## src/sv/tpsa_pkg.sv

```systemverilog
package tpsa_pkg;

    localparam int DEF_MAX_RANK  = 5;
    localparam int DEF_ELEM_BITS = 32;
    localparam int DEF_ADDR_BITS = 24;

    localparam int NUM_EXTENT_REGS = 5;
    localparam int NUM_PERM_FIELDS = 5;
    localparam int EXTENT_BITS     = 16;
    localparam int PERM_BITS       = 3;
    localparam int RANK_BITS       = 3;
    localparam int AXIS_ORDER_BITS = 15;

    localparam int CFG_IDX_BITS  = 3;
    localparam int CFG_DATA_BITS = 16;

    // register indexes
    localparam logic [CFG_IDX_BITS-1:0] REG_RANK       = 3'd0;
    localparam logic [CFG_IDX_BITS-1:0] REG_EXTENT0    = 3'd1;
    localparam logic [CFG_IDX_BITS-1:0] REG_AXIS_ORDER = 3'd6;

    localparam logic [RANK_BITS-1:0]       RANK_RST       = 3'd1;
    localparam logic [EXTENT_BITS-1:0]     EXTENT_RST     = 16'd1;
    localparam logic [AXIS_ORDER_BITS-1:0] AXIS_ORDER_RST = 15'd18056;

    typedef enum logic [1:0] {
        DRV_IDLE,
        DRV_INIT,
        DRV_STRIDE,
        DRV_STEP
    } drv_state_t;

    // zero extent behaves as one
    function automatic logic [EXTENT_BITS-1:0] eff_extent(input logic [EXTENT_BITS-1:0] e);
        logic [EXTENT_BITS-1:0] r;
        r = (e == '0) ? EXTENT_BITS'(1) : e;
        return r;
    endfunction

endpackage

```

## src/sv/tpsa_cell.sv

```systemverilog
module tpsa_cell
    import tpsa_pkg::*;
#(
    parameter int STEP_BITS = DEF_ADDR_BITS + 1
)
(
    input  logic                   clk,
    input  logic                   rst_n,
    input  logic                   active,
    input  logic [EXTENT_BITS-1:0] extent,
    input  logic                   clear,
    input  logic                   fire,
    input  logic                   carry_in,
    input  logic [STEP_BITS-1:0]   sel_in,
    output logic                   carry_out,
    output logic [STEP_BITS-1:0]   sel_out,
    input  logic                   step_load,
    input  logic [STEP_BITS-1:0]   step_value
);

    logic [EXTENT_BITS-1:0] cnt_reg;
    logic [EXTENT_BITS-1:0] cnt_next;
    logic [STEP_BITS-1:0]   step_reg;
    logic [EXTENT_BITS:0]   cnt_inc;
    logic                   wrap;
    logic                   adv;

    always_comb
    begin
        cnt_inc   = {1'b0, cnt_reg} + (EXTENT_BITS + 1)'(1);
        wrap      = (cnt_inc >= {1'b0, extent});
        adv       = active && carry_in && !wrap;
        carry_out = active ? (carry_in && wrap) : carry_in;
        sel_out   = sel_in | (adv ? step_reg : '0);
        cnt_next  = cnt_reg;
        if (clear)
        begin
            cnt_next = '0;
        end
        else if (fire && active && carry_in)
        begin
            cnt_next = wrap ? '0 : cnt_inc[EXTENT_BITS-1:0];
        end
    end

    always_ff @(posedge clk or negedge rst_n)
    begin
        if (!rst_n)
        begin
            cnt_reg <= '0;
        end
        else
        begin
            cnt_reg <= cnt_next;
        end
    end

    always_ff @(posedge clk)
    begin
        if (step_load)
        begin
            step_reg <= step_value;
        end
    end

endmodule

```

## src/sv/tpsa_derive.sv

```systemverilog
module tpsa_derive
    import tpsa_pkg::*;
#(
    parameter int MAX_RANK  = DEF_MAX_RANK,
    parameter int STEP_BITS = DEF_ADDR_BITS + 1,
    localparam int RANK_W   = $clog2(MAX_RANK + 1),
    localparam int AXIS_W   = (MAX_RANK > 1) ? $clog2(MAX_RANK) : 1
)
(
    input  logic                                   clk,
    input  logic                                   rst_n,
    input  logic                                   start,
    input  logic [RANK_W-1:0]                      rank_eff,
    input  logic [MAX_RANK-1:0][EXTENT_BITS-1:0]   extent,
    input  logic [MAX_RANK-1:0][PERM_BITS-1:0]     perm,
    output logic                                   busy,
    output logic [MAX_RANK-1:0]                    step_load,
    output logic [STEP_BITS-1:0]                   step_value
);

    drv_state_t                          state_reg, state_next;
    logic [AXIS_W-1:0]                   idx_reg, idx_next;
    logic [STEP_BITS-1:0]                prod_reg, prod_next;
    logic [STEP_BITS-1:0]                tsum_reg, tsum_next;
    logic [MAX_RANK-1:0][STEP_BITS-1:0]  sstride_reg, sstride_next;
    logic [PERM_BITS-1:0]                perm_sel;
    logic                                perm_ok;
    logic [EXTENT_BITS-1:0]              perm_ext;

    assign busy = (state_reg != DRV_IDLE);

    always_comb
    begin
        state_next   = state_reg;
        idx_next     = idx_reg;
        prod_next    = prod_reg;
        tsum_next    = tsum_reg;
        sstride_next = sstride_reg;
        step_load    = '0;
        step_value   = sstride_reg[idx_reg] - tsum_reg;
        perm_sel     = perm[idx_reg];
        perm_ok      = (32'(perm_sel) < 32'(rank_eff));
        perm_ext     = perm_ok ? extent[perm_sel[AXIS_W-1:0]] : EXTENT_BITS'(1);

        unique case (state_reg)
            DRV_IDLE:
            begin
            end
            DRV_INIT:
            begin
                sstride_next = '0;
                prod_next    = STEP_BITS'(1);
                idx_next     = AXIS_W'(rank_eff - RANK_W'(1));
                state_next   = DRV_STRIDE;
            end
            DRV_STRIDE:
            begin
                // prod_reg is the destination stride of axis idx_reg
                for (int k = 0; k < MAX_RANK; k++)
                begin
                    if (perm_ok && (perm_sel == PERM_BITS'(k)))
                    begin
                        sstride_next[k] = sstride_reg[k] + prod_reg;
                    end
                end
                prod_next = STEP_BITS'(prod_reg * perm_ext);
                if (idx_reg == '0)
                begin
                    idx_next   = AXIS_W'(rank_eff - RANK_W'(1));
                    tsum_next  = '0;
                    state_next = DRV_STEP;
                end
                else
                begin
                    idx_next = idx_reg - AXIS_W'(1);
                end
            end
            DRV_STEP:
            begin
                // tsum_reg: address span of all inner axes at their top value
                step_load[idx_reg] = 1'b1;
                tsum_next = tsum_reg + STEP_BITS'(sstride_reg[idx_reg] *
                            (extent[idx_reg] - EXTENT_BITS'(1)));
                if (idx_reg == '0)
                begin
                    state_next = DRV_IDLE;
                end
                else
                begin
                    idx_next = idx_reg - AXIS_W'(1);
                end
            end
            default:
            begin
                state_next = DRV_INIT;
            end
        endcase

        if (start)
        begin
            state_next = DRV_INIT;
        end
    end

    always_ff @(posedge clk or negedge rst_n)
    begin
        if (!rst_n)
        begin
            state_reg <= DRV_INIT;
            idx_reg   <= '0;
        end
        else
        begin
            state_reg <= state_next;
            idx_reg   <= idx_next;
        end
    end

    always_ff @(posedge clk)
    begin
        prod_reg    <= prod_next;
        tsum_reg    <= tsum_next;
        sstride_reg <= sstride_next;
    end

endmodule

```

## src/sv/tensor_permute_scatter_addr_top.sv

```systemverilog
// An accepted request is captured in the output register on the edge that accepts it.
// Throughput: one request per cycle unless derivation, a register write or a stalled
// output holds in_ready low; the source odometer carries through a row of axis cells
// and one step addition combinationally. Reset (rst_n, async, low) and every write to
// a used register index clear the odometer and start the step derivation; in_ready stays low until it ends.
module tensor_permute_scatter_addr_top
    import tpsa_pkg::*;
#(
    parameter int MAX_RANK  = DEF_MAX_RANK,
    parameter int ELEM_BITS = DEF_ELEM_BITS,
    parameter int ADDR_BITS = DEF_ADDR_BITS
)
(
    input  logic                     clk,
    input  logic                     rst_n,
    input  logic                     in_valid,
    output logic                     in_ready,
    input  logic [ELEM_BITS-1:0]     elem,
    output logic                     out_valid,
    input  logic                     out_ready,
    output logic [ADDR_BITS-1:0]     dest_index,
    output logic [ELEM_BITS-1:0]     elem_out,
    output logic                     last,
    input  logic                     cfg_we,
    input  logic [CFG_IDX_BITS-1:0]  cfg_index,
    input  logic [CFG_DATA_BITS-1:0] cfg_data
);

    localparam int STEP_BITS = ADDR_BITS + 1;
    localparam int RANK_W    = $clog2(MAX_RANK + 1);

    logic [RANK_BITS-1:0]                        rank_reg;
    logic [NUM_EXTENT_REGS-1:0][EXTENT_BITS-1:0] extent_reg;
    logic [AXIS_ORDER_BITS-1:0]                  axis_order_reg;

    logic [ADDR_BITS-1:0] running_dest_reg, running_dest_next;
    logic                 out_valid_reg, out_valid_next;
    logic [ADDR_BITS-1:0] dest_index_reg;
    logic [ELEM_BITS-1:0] elem_out_reg;
    logic                 last_reg;

    logic [RANK_W-1:0]                      rank_eff;
    logic [MAX_RANK-1:0][EXTENT_BITS-1:0]   ext_eff;
    logic [MAX_RANK-1:0][PERM_BITS-1:0]     perm;
    logic [MAX_RANK:0]                      carry;
    logic [MAX_RANK:0][STEP_BITS-1:0]       sel;
    logic [MAX_RANK-1:0]                    step_load;
    logic [STEP_BITS-1:0]                   step_value;
    logic                                   busy;
    logic                                   cfg_hit;
    logic                                   fire;

    assign cfg_hit = cfg_we && ((cfg_index == REG_RANK) || (cfg_index == REG_AXIS_ORDER) ||
                     ((cfg_index >= REG_EXTENT0) &&
                      (32'(cfg_index) < 32'(REG_EXTENT0) + NUM_EXTENT_REGS)));

    assign in_ready   = !busy && !cfg_we && (!out_valid_reg || out_ready);
    assign fire       = in_valid && in_ready;
    assign out_valid  = out_valid_reg;
    assign dest_index = dest_index_reg;
    assign elem_out   = elem_out_reg;
    assign last       = last_reg;

    always_comb
    begin
        if (rank_reg == '0)
        begin
            rank_eff = RANK_W'(1);
        end
        else if (32'(rank_reg) > MAX_RANK)
        begin
            rank_eff = RANK_W'(MAX_RANK);
        end
        else
        begin
            rank_eff = RANK_W'(rank_reg);
        end
    end

    for (genvar g = 0; g < MAX_RANK; g++)
    begin : g_axis
        if (g < NUM_EXTENT_REGS)
        begin : g_ext
            assign ext_eff[g] = eff_extent(extent_reg[g]);
        end
        else
        begin : g_ext_one
            assign ext_eff[g] = EXTENT_BITS'(1);
        end
        if (g < NUM_PERM_FIELDS)
        begin : g_perm
            assign perm[g] = axis_order_reg[PERM_BITS*g +: PERM_BITS];
        end
        else
        begin : g_perm_zero
            assign perm[g] = '0;
        end
    end

    tpsa_derive #(
        .MAX_RANK  (MAX_RANK),
        .STEP_BITS (STEP_BITS)
    ) u_derive (
        .clk        (clk),
        .rst_n      (rst_n),
        .start      (cfg_hit),
        .rank_eff   (rank_eff),
        .extent     (ext_eff),
        .perm       (perm),
        .busy       (busy),
        .step_load  (step_load),
        .step_value (step_value)
    );

    // carry enters at the innermost axis and ripples outward
    assign carry[MAX_RANK] = 1'b1;
    assign sel[MAX_RANK]   = '0;

    for (genvar g = 0; g < MAX_RANK; g++)
    begin : g_cell
        tpsa_cell #(
            .STEP_BITS (STEP_BITS)
        ) u_cell (
            .clk        (clk),
            .rst_n      (rst_n),
            .active     (rank_eff > RANK_W'(g)),
            .extent     (ext_eff[g]),
            .clear      (cfg_hit),
            .fire       (fire),
            .carry_in   (carry[g+1]),
            .sel_in     (sel[g+1]),
            .carry_out  (carry[g]),
            .sel_out    (sel[g]),
            .step_load  (step_load[g]),
            .step_value (step_value)
        );
    end

    always_comb
    begin
        running_dest_next = running_dest_reg;
        out_valid_next    = out_valid_reg;
        if (out_ready)
        begin
            out_valid_next = 1'b0;
        end
        if (fire)
        begin
            out_valid_next    = 1'b1;
            running_dest_next = carry[0] ? '0 : running_dest_reg + sel[0][ADDR_BITS-1:0];
        end
        if (cfg_hit)
        begin
            running_dest_next = '0;
        end
    end

    always_ff @(posedge clk or negedge rst_n)
    begin
        if (!rst_n)
        begin
            rank_reg         <= RANK_RST;
            extent_reg       <= {NUM_EXTENT_REGS{EXTENT_RST}};
            axis_order_reg   <= AXIS_ORDER_RST;
            running_dest_reg <= '0;
            out_valid_reg    <= 1'b0;
        end
        else
        begin
            running_dest_reg <= running_dest_next;
            out_valid_reg    <= out_valid_next;
            if (cfg_we)
            begin
                if (cfg_index == REG_RANK)
                begin
                    rank_reg <= cfg_data[RANK_BITS-1:0];
                end
                if (cfg_index == REG_AXIS_ORDER)
                begin
                    axis_order_reg <= cfg_data[AXIS_ORDER_BITS-1:0];
                end
                for (int k = 0; k < NUM_EXTENT_REGS; k++)
                begin
                    if (32'(cfg_index) == 32'(REG_EXTENT0) + k)
                    begin
                        extent_reg[k] <= cfg_data[EXTENT_BITS-1:0];
                    end
                end
            end
        end
    end

    always_ff @(posedge clk)
    begin
        if (fire)
        begin
            dest_index_reg <= running_dest_reg;
            elem_out_reg   <= elem;
            last_reg       <= carry[0];
        end
    end

    a_cfg_blocks_input: assert property (@(posedge clk) disable iff (!rst_n)
        cfg_hit |=> !in_ready)
        else $error("request accepted right after a register write");

    a_last_wraps: assert property (@(posedge clk) disable iff (!rst_n)
        fire && carry[0] |=> (running_dest_reg == '0))
        else $error("running address did not wrap after the final element");

    a_fire_loads_out: assert property (@(posedge clk) disable iff (!rst_n)
        fire |=> out_valid_reg)
        else $error("accepted request produced no result");

    a_step_load_single: assert property (@(posedge clk) disable iff (!rst_n)
        (step_load != '0) |-> busy && $onehot(step_load))
        else $error("step load outside derivation or to several cells");

endmodule

```

## config.mk

```make
export PLATFORM = sky130hd
export DESIGN_NAME = tensor_permute_scatter_addr_top
export DESIGN_NICKNAME = d
export VERILOG_FILES = /design/src/sv/tpsa_pkg.sv /design/src/sv/tpsa_cell.sv /design/src/sv/tpsa_derive.sv /design/src/sv/tensor_permute_scatter_addr_top.sv
export SDC_FILE = /design/constraint.sdc
export NUM_CORES = 2
export LEC_CHECK = 0
export BUFFER_PORTS_ARGS = -buffer_cell sky130_fd_sc_hd__buf_2
export CAP_MARGIN = 20
export CORE_MARGIN = 1
export CORE_UTILIZATION = 35
export CTS_BUF_LIST = sky130_fd_sc_hd__clkbuf_8
export DETAILED_ROUTE_END_ITERATION = 12
export GPL_ROUTABILITY_DRIVEN = 0
export PLACE_DENSITY = 0.5
export SLEW_MARGIN = 10
export SYNTH_ARGS = -nofsm -noshare
export SYNTH_HDL_FRONTEND = slang
export SYNTH_SLANG_ARGS = --single-unit
export TNS_END_PERCENT = 50
```

## constraint.sdc

```tcl
create_clock -name clk -period 8.7 [get_ports clk]
set_input_delay 0.435 -clock clk [delete_from_list [all_inputs] [get_ports clk]]
set_output_delay 0.435 -clock clk [all_outputs]
set_load 0.05 [all_outputs]
```

# Word level (Yosys, flattened, before mapping)
# Index checks and enable logic that the tools add are counted.
dict set report word_totals {
  reg_bits 560
  word_cells 237
  inputBits 56
  output_inout_bits 59
}
dict set report op_classes {
  eq_ne 22
  magnitude_cmp 17
  n_reduce_logical 80
  multipliers 2
  add_sub_neg 16
  muxes 65
  n_bitwise 4
}
# operator count
set op_table {}
lappend op_table {{16-bit two-way mux} 23}
lappend op_table {{125-bit one-hot mux with 2 select lines} 1}
lappend op_table {{24-bit two-way mux} 8}
lappend op_table {{25-bit two-way mux} 7}
lappend op_table {{25-bit adder} 6}
lappend op_table {{25-bit one-hot mux with 2 select lines} 2}
lappend op_table {{16-bit binary-select mux with 3-bit select} 2}
lappend op_table {{24-bit bitwise OR} 4}
lappend op_table {{16-bit by 1-bit adder with 17-bit output, second input constant} 5}
lappend op_table {{17-bit by 16-bit greater-or-equal comparator with 1-bit output} 5}
lappend op_table {{16-bit zero test} 5}
lappend op_table {{25-bit binary-select mux with 3-bit select} 1}
lappend op_table {{1-bit logical AND} 33}
lappend op_table {{2-bit AND reduction} 14}
lappend op_table {{25-bit by 16-bit multiplier with 25-bit output} 1}
lappend op_table {{25-bit by 17-bit multiplier with 25-bit output} 1}
lappend op_table {{24-bit adder} 1}
lappend op_table {{24-bit subtractor} 1}
lappend op_table {{2-bit nonzero test} 10}
lappend op_table {{16-bit by 1-bit subtractor with 17-bit output, second input constant} 1}
lappend op_table {{3-bit two-way mux} 5}
lappend op_table {{3-bit by 2-bit == test with 1-bit output, second input constant} 4}
lappend op_table {{3-bit == test, second input constant} 4}
lappend op_table {{3-bit zero test} 4}
lappend op_table {{26 further kinds} 58}

# Logic depth before layout (Yosys ltp)
dict set report logic_depth {
  ltp_word 19
  depth_mapped 39
  depth_no_buf 34
}

# Modules after synthesis
# Synthesis repeated with hierarchy kept, for this count alone.
dict set report hier_totals {
  cells_unflattened 5662
  hier_area_um2 54508.5
}
# module seq_area_each_um2 instances cells_per_inst area_per_inst_um2
set modules_own_cells {}
lappend modules_own_cells {tpsa_derive 5381.4 1 3861 34129.0}
lappend modules_own_cells {tpsa_cell 1151.1 5 235 2461.1}
lappend modules_own_cells {tensor_permute_scatter_addr_top 4803.4 1 626 8074.0}

# Worst setup path before layout
# OpenSTA, ideal clock, no wires.
dict set report synth_path {
  kind {register to register}
  start {register u_derive.idx_reg[2]}
  end {register u_derive.prod_reg[23], data pin}
  stages_incl_launch_ff 36
  slack_ps 109
  arrival_ps 8325
  path_cell_list {dfrtp_1 -> buf_6 -> buf_6 -> mux2i_1 -> o2bb2ai_1 -> a21oi_2 -> clkinv_1 -> ha_1 -> or2_2 -> a2111oi_4 -> nor2_2 -> buf_2 -> o32ai_1 -> clkbuf_1 -> nand2_1 -> fa_1 -> inv_1 -> fa_1 -> inv_1 -> fa_1 -> inv_1 -> fa_1 -> inv_1 -> fa_1 -> inv_1 -> fa_1 -> ha_1 -> or2_2 -> a21oi_1 -> a31oi_1 -> a21o_1 -> a21oi_1 -> nor2_1 -> o41ai_1 -> xor2_1 -> nor2_1}
}
dict set report synth_via {
  elab_chain_len 7
  elab_cells_between_ends 8
  cone_classes {1 x mul; 1 x order compare; 6 x mux}
}
# item line_no
set synth_lines {}
lappend synth_lines {{from (decl)} tpsa_derive.sv:22} ;# logic [AXIS_W-1:0] idx_reg, idx_next;
lappend synth_lines {{from (signal assigned)} tpsa_derive.sv:115} ;# idx_reg <= idx_next;
lappend synth_lines {{3-bit binary-select mux with 3-bit select (*)} tpsa_derive.sv:41} ;# perm_sel = perm[idx_reg];
lappend synth_lines {{3-bit two-way mux (implied by the code) (*)} tpsa_derive.sv:41}
lappend synth_lines {{16-bit binary-select mux with 3-bit select} tpsa_derive.sv:43} ;# perm_ext = perm_ok ? extent[perm_sel[AXIS_W-1:0]] : EXTENT_BITS'(1);
lappend synth_lines {{16-bit two-way mux (implied by the code)} tpsa_derive.sv:43}
lappend synth_lines {{16-bit two-way mux (*)} tpsa_derive.sv:43}
lappend synth_lines {{25-bit by 16-bit multiplier with 25-bit output (*)} tpsa_derive.sv:66} ;# prod_next = STEP_BITS'(prod_reg * perm_ext);
lappend synth_lines {{25-bit one-hot mux with 2 select lines (*)} tpsa_derive.sv:45} ;# unique case (state_reg)
lappend synth_lines {{to (signal assigned)} tpsa_derive.sv:121} ;# prod_reg <= prod_next;
lappend synth_lines {{to (decl)} tpsa_derive.sv:23} ;# logic [STEP_BITS-1:0] prod_reg, prod_next;
# Every way passes the cells marked *; elsewhere a longest branch is shown, timed or not. The select of a mux whose other input is x is not followed.
# A chain may end at the register's enable or synchronous reset.

# Worst setup path after layout
dict set report layout_path {
  start {register u_derive.idx_reg[2]}
  end {register u_derive.tsum_reg[23], data pin}
}
dict set report layout_via {
  elab_chain_len 6
  elab_cells_between_ends 8
  cone_classes {2 x add/sub; 1 x mul; 5 x mux}
}
# item line_no
set layout_lines {}
lappend layout_lines {{16-bit binary-select mux with 3-bit select} tpsa_derive.sv:83} ;# (extent[idx_reg] - EXTENT_BITS'(1)));
lappend layout_lines {{16-bit two-way mux (implied by the code)} tpsa_derive.sv:83}
lappend layout_lines {{16-bit by 1-bit subtractor with 17-bit output} tpsa_derive.sv:83}
lappend layout_lines {{25-bit by 17-bit multiplier with 25-bit output (*)} tpsa_derive.sv:82} ;# tsum_next = tsum_reg + STEP_BITS'(sstride_reg[idx_reg] *
lappend layout_lines {{25-bit adder (*)} tpsa_derive.sv:82}
lappend layout_lines {{25-bit one-hot mux with 2 select lines (*)} tpsa_derive.sv:45}
lappend layout_lines {{to (signal assigned)} tpsa_derive.sv:122} ;# tsum_reg <= tsum_next;
lappend layout_lines {{to (decl)} tpsa_derive.sv:24} ;# logic [STEP_BITS-1:0] tsum_reg, tsum_next;
# Marked as above.

==> flow_metrics.env <==
export IMPL_status="complete, no violations"
export IMPL_cp_max_fo=12
export IMPL_first_iter_violations=2784
export IMPL_io_buffers=114
export IMPL_design_area_mm2=0.05688
export IMPL_grt_overflow=0
export IMPL_pre_cts_slack_ps=113.5
export IMPL_wl_per_cell_um=20.55
export IMPL_drive_above_1_share=0.1142
export IMPL_clk_path_buf_depth=3
export IMPL_grt_pass1_vias=39228
export IMPL_crit_type="flop to flop"
export IMPL_syn_inst=5257
export IMPL_cts_root_buf="clkbuf_8"
export IMPL_synth_seq_cells=553
export IMPL_ys_warn_count=0
export IMPL_wirelength_um=154600
export IMPL_syn_to_final_growth_pct=13.42
export IMPL_cts_tree="yes"
export IMPL_io_pins=115
export IMPL_worst_pin_slew_ps=1104
export IMPL_worstSetupEndpointType="flop"
export IMPL_insertion_delay_ps=900
export IMPL_fp_coreArea_mm2=0.1419
export IMPL_syn_area_mm2=0.05015
export IMPL_clock_sinks=553
export IMPL_hold_class="primary input to flop"
export IMPL_synth_edf_count=345
export IMPL_grt_pass1_wl_um=239800
export IMPL_slew_headroom=0.2599
export IMPL_rsz0062_at_grt="false"
export IMPL_ys_flop_type="edfxtp_1"
export IMPL_syn_nets=6132
export IMPL_finalSetupViolCount=0
export IMPL_min_period_over_period=0.9666
export IMPL_die_height_um=380.5
export IMPL_slew_viol_final=0
export IMPL_timing_fmax_mhz=118.9
export IMPL_final_nets=6415
export IMPL_grt_max_degree=94
export IMPL_cts_buffers=105
export IMPL_dp_hpwl_um=116600
export IMPL_synthDistinctLibCells=94
export IMPL_grt_use_total=0.2148
export IMPL_worstPathRequired_ps=9290
export IMPL_crit_path_start_kind="flop"
export IMPL_htreeDepth=3
export IMPL_dr_pass1_iters=5
export IMPL_drv_cap=0
export IMPL_hold_violations=0
export IMPL_vias_per_cell=5.158
export IMPL_async_flop_share=0.3761
export IMPL_worst_slack_ps=290.2
export IMPL_cp_arrival_ps=9000
export IMPL_yosysSeqAreaShare=0.3107
export IMPL_ant_nets=0
export IMPL_finalSetupTns_ps=0
export IMPL_syn_avg_cell_area_um2=9.540
export IMPL_drc=0
export IMPL_dr_total_vias=38801
export IMPL_die_x_um=380.5
export IMPL_finalClockSkew_ps=64.63
export IMPL_dpl_instance_area_mm2=0.05390
export IMPL_rows=138
export IMPL_period_minus_slack_ps=8410
export IMPL_ff2ff_setup_slack_ps=290
export IMPL_start_util=0.3534
export IMPL_die_area_mm2=0.1448
export IMPL_clk_pin_slew_ps=60
export IMPL_antenna_found_initial=5
[layer usage]
| layer | vias up | share of wire | GRT usage |
|---|---|---|---|
| met5 | - | 0.000084 | 0 |
| met1 | 19186 | 0.45 | 0.2947 |
| li1 | 18239 | - | - |
| met3 | 323 | 0.057 | 0.03655 |
| met2 | 1051 | 0.45 | 0.3414 |
| met4 | 2 | 0.037 | 0.07295 |
[cell usage in the layout (no fill, tap or decap), drive strengths merged, types with 40 or more instances in the layout]
cell type | synthesis | final
a21o | 101 | 101
a21oi | 233 | 233
and2 | 116 | 116
and3 | 40 | 40
buf | 43 | 311
clkbuf | 145 | 122
dfrtp | 196 | 196
dlygate4sd3 | 0 | 50
edfxtp | 345 | 345
fa | 420 | 420
ha | 399 | 399
inv | 747 | 799
mux2 | 59 | 59
mux2i | 64 | 64
nand2 | 649 | 649
nand2b | 66 | 66
nand3 | 103 | 103
nor2 | 367 | 367
nor2b | 88 | 88
nor3 | 71 | 71
o21ai | 225 | 225
xnor2 | 173 | 173
xor2 | 96 | 96
[cells in the mapped netlist (11+ instances only)]
master,n,area share
mux4_2,11,0.0049
a221oi_1,30,0.0052
nor3b_1,12,0.0018
a21o_1,101,0.015
o21a_1,29,0.0043
o41ai_1,13,0.0023
inv_1,742,0.056
o211ai_1,13,0.0019
nor2_1,365,0.027
and3_1,40,0.0050
nand2b_1,66,0.0082
edfxtp_1,345,0.21
nor4_1,23,0.0029
nand3_1,101,0.010
or2_2,21,0.0026
nor3_1,70,0.0070
a22o_1,39,0.0068
dfrtp_1,196,0.098
buf_2,22,0.0022
o21ai_0,223,0.022
buf_1,13,0.00097
o31ai_1,17,0.0025
nor2b_1,88,0.011
ha_1,399,0.10
clkbuf_1,145,0.011
xnor2_1,172,0.030
and2_1,115,0.014
fa_1,420,0.17
nand4_1,37,0.0046
mux2_2,58,0.013
xor2_1,96,0.017
dfstp_2,12,0.0063
a31oi_1,27,0.0034
a21oi_1,228,0.023
a22oi_1,15,0.0022
nand2_1,649,0.049
a211oi_1,22,0.0033
o22ai_1,28,0.0035
mux2i_1,64,0.013
o21bai_1,19,0.0028
[metrics by stage]
step | utilization | cells | hold WS [ps]
2_1_floorplan | - | 5257 | 139.4
3_3_place_gp | 0.3795 | 7252 | 455.2
3_5_place_dp | 0.3798 | 7254 | 457.5
4_1_cts | 0.3981 | 7500 | 96.22
5_1_grt | 0.4008 | 7522 | 121.8
6_report | 0.4008 | 7523 | 150.7
[cells by family (layout without fill, tap and decap cells)]
kind of cell | Yosys count | in the layout | share of synthesized area
AND/OR/NAND/NOR | 1622 | 1622 | 0.1491
buffers and inverters | 943 | 1315 | 0.07210
AO/OA/AOI/OAI | 908 | 908 | 0.1187
adder cells (fa/ha/maj) | 819 | 819 | 0.2672
flip-flops | 553 | 553 | 0.3107
XOR/XNOR | 278 | 278 | 0.05117
multiplexers | 134 | 134 | 0.03104
other | 0 | 4 | 0
[final cells by class]
type | count | area, um^2
inverter | 755 | 2840
timing repair buffer | 364 | 2758
clock inverter | 77 | 455.4
clock buffer | 119 | 1638
sequential | 553 | 15590
multi-input combinational | 3761 | 31230
antenna | 4 | 10.01
tap | 1890 | 2365
fill | 14239 | 85050
[final timing paths]
check / startpoint / end / cells past startpoint
max: u_derive.idx_reg[2]$_DFFE_PN0P_ / u_derive.tsum_reg[23]$_SDFFCE_PN0P_ / 27
min: cfg_index[1] / rank_reg[2]$_DFFE_PN0P_ / 4
max reg2reg: u_derive.idx_reg[2]$_DFFE_PN0P_ / u_derive.tsum_reg[23]$_SDFFCE_PN0P_ / 27
min reg2reg: running_dest_reg[23]$_DFFE_PN0P_ / running_dest_reg[23]$_DFFE_PN0P_ / 1
max in group asynchronous: rst_n / u_derive.idx_reg[0]$_DFFE_PN0P_ / 4
min in group asynchronous: rst_n / g_cell[0].u_cell.cnt_reg[10]$_DFFE_PN0P_ / 2
[worst max-delay path: stages (launching register included)]
cell and delay, ps:
dfrtp_2 530, buf_4 260, or3b_2 210, o221ai_1 170, a2bb2o_2 300, or2_2 380, or4_1 640, xor2_4 280
buf_6 220, nand2_1 90, fa_1 500, fa_1 510, fa_1 450, fa_1 420, fa_1 480, fa_1 390
xnor2_1 200, xnor2_1 160, xnor2_1 150, xnor2_1 160, xnor2_1 160, xnor2_1 160, xnor3_1 360, xor2_1 210
xnor3_1 340, xnor3_1 200, xnor2_1 150, nor2_1 50
[timing repair]
| action | in CTS | in global routing |
|---|---|---|
| hold buffers | 50 | 0 |
| hold endpoints to repair | 181 | 0 |
| endpoints found under the setup margin | 0 | 8 |
| gates resized for setup | 0 | 30 |
| setup buffers | 0 | 13 |
Power is left out: the tool's default activity adds up to more than one toggle a clock period on the data nets, which glitch-free logic cannot reach.
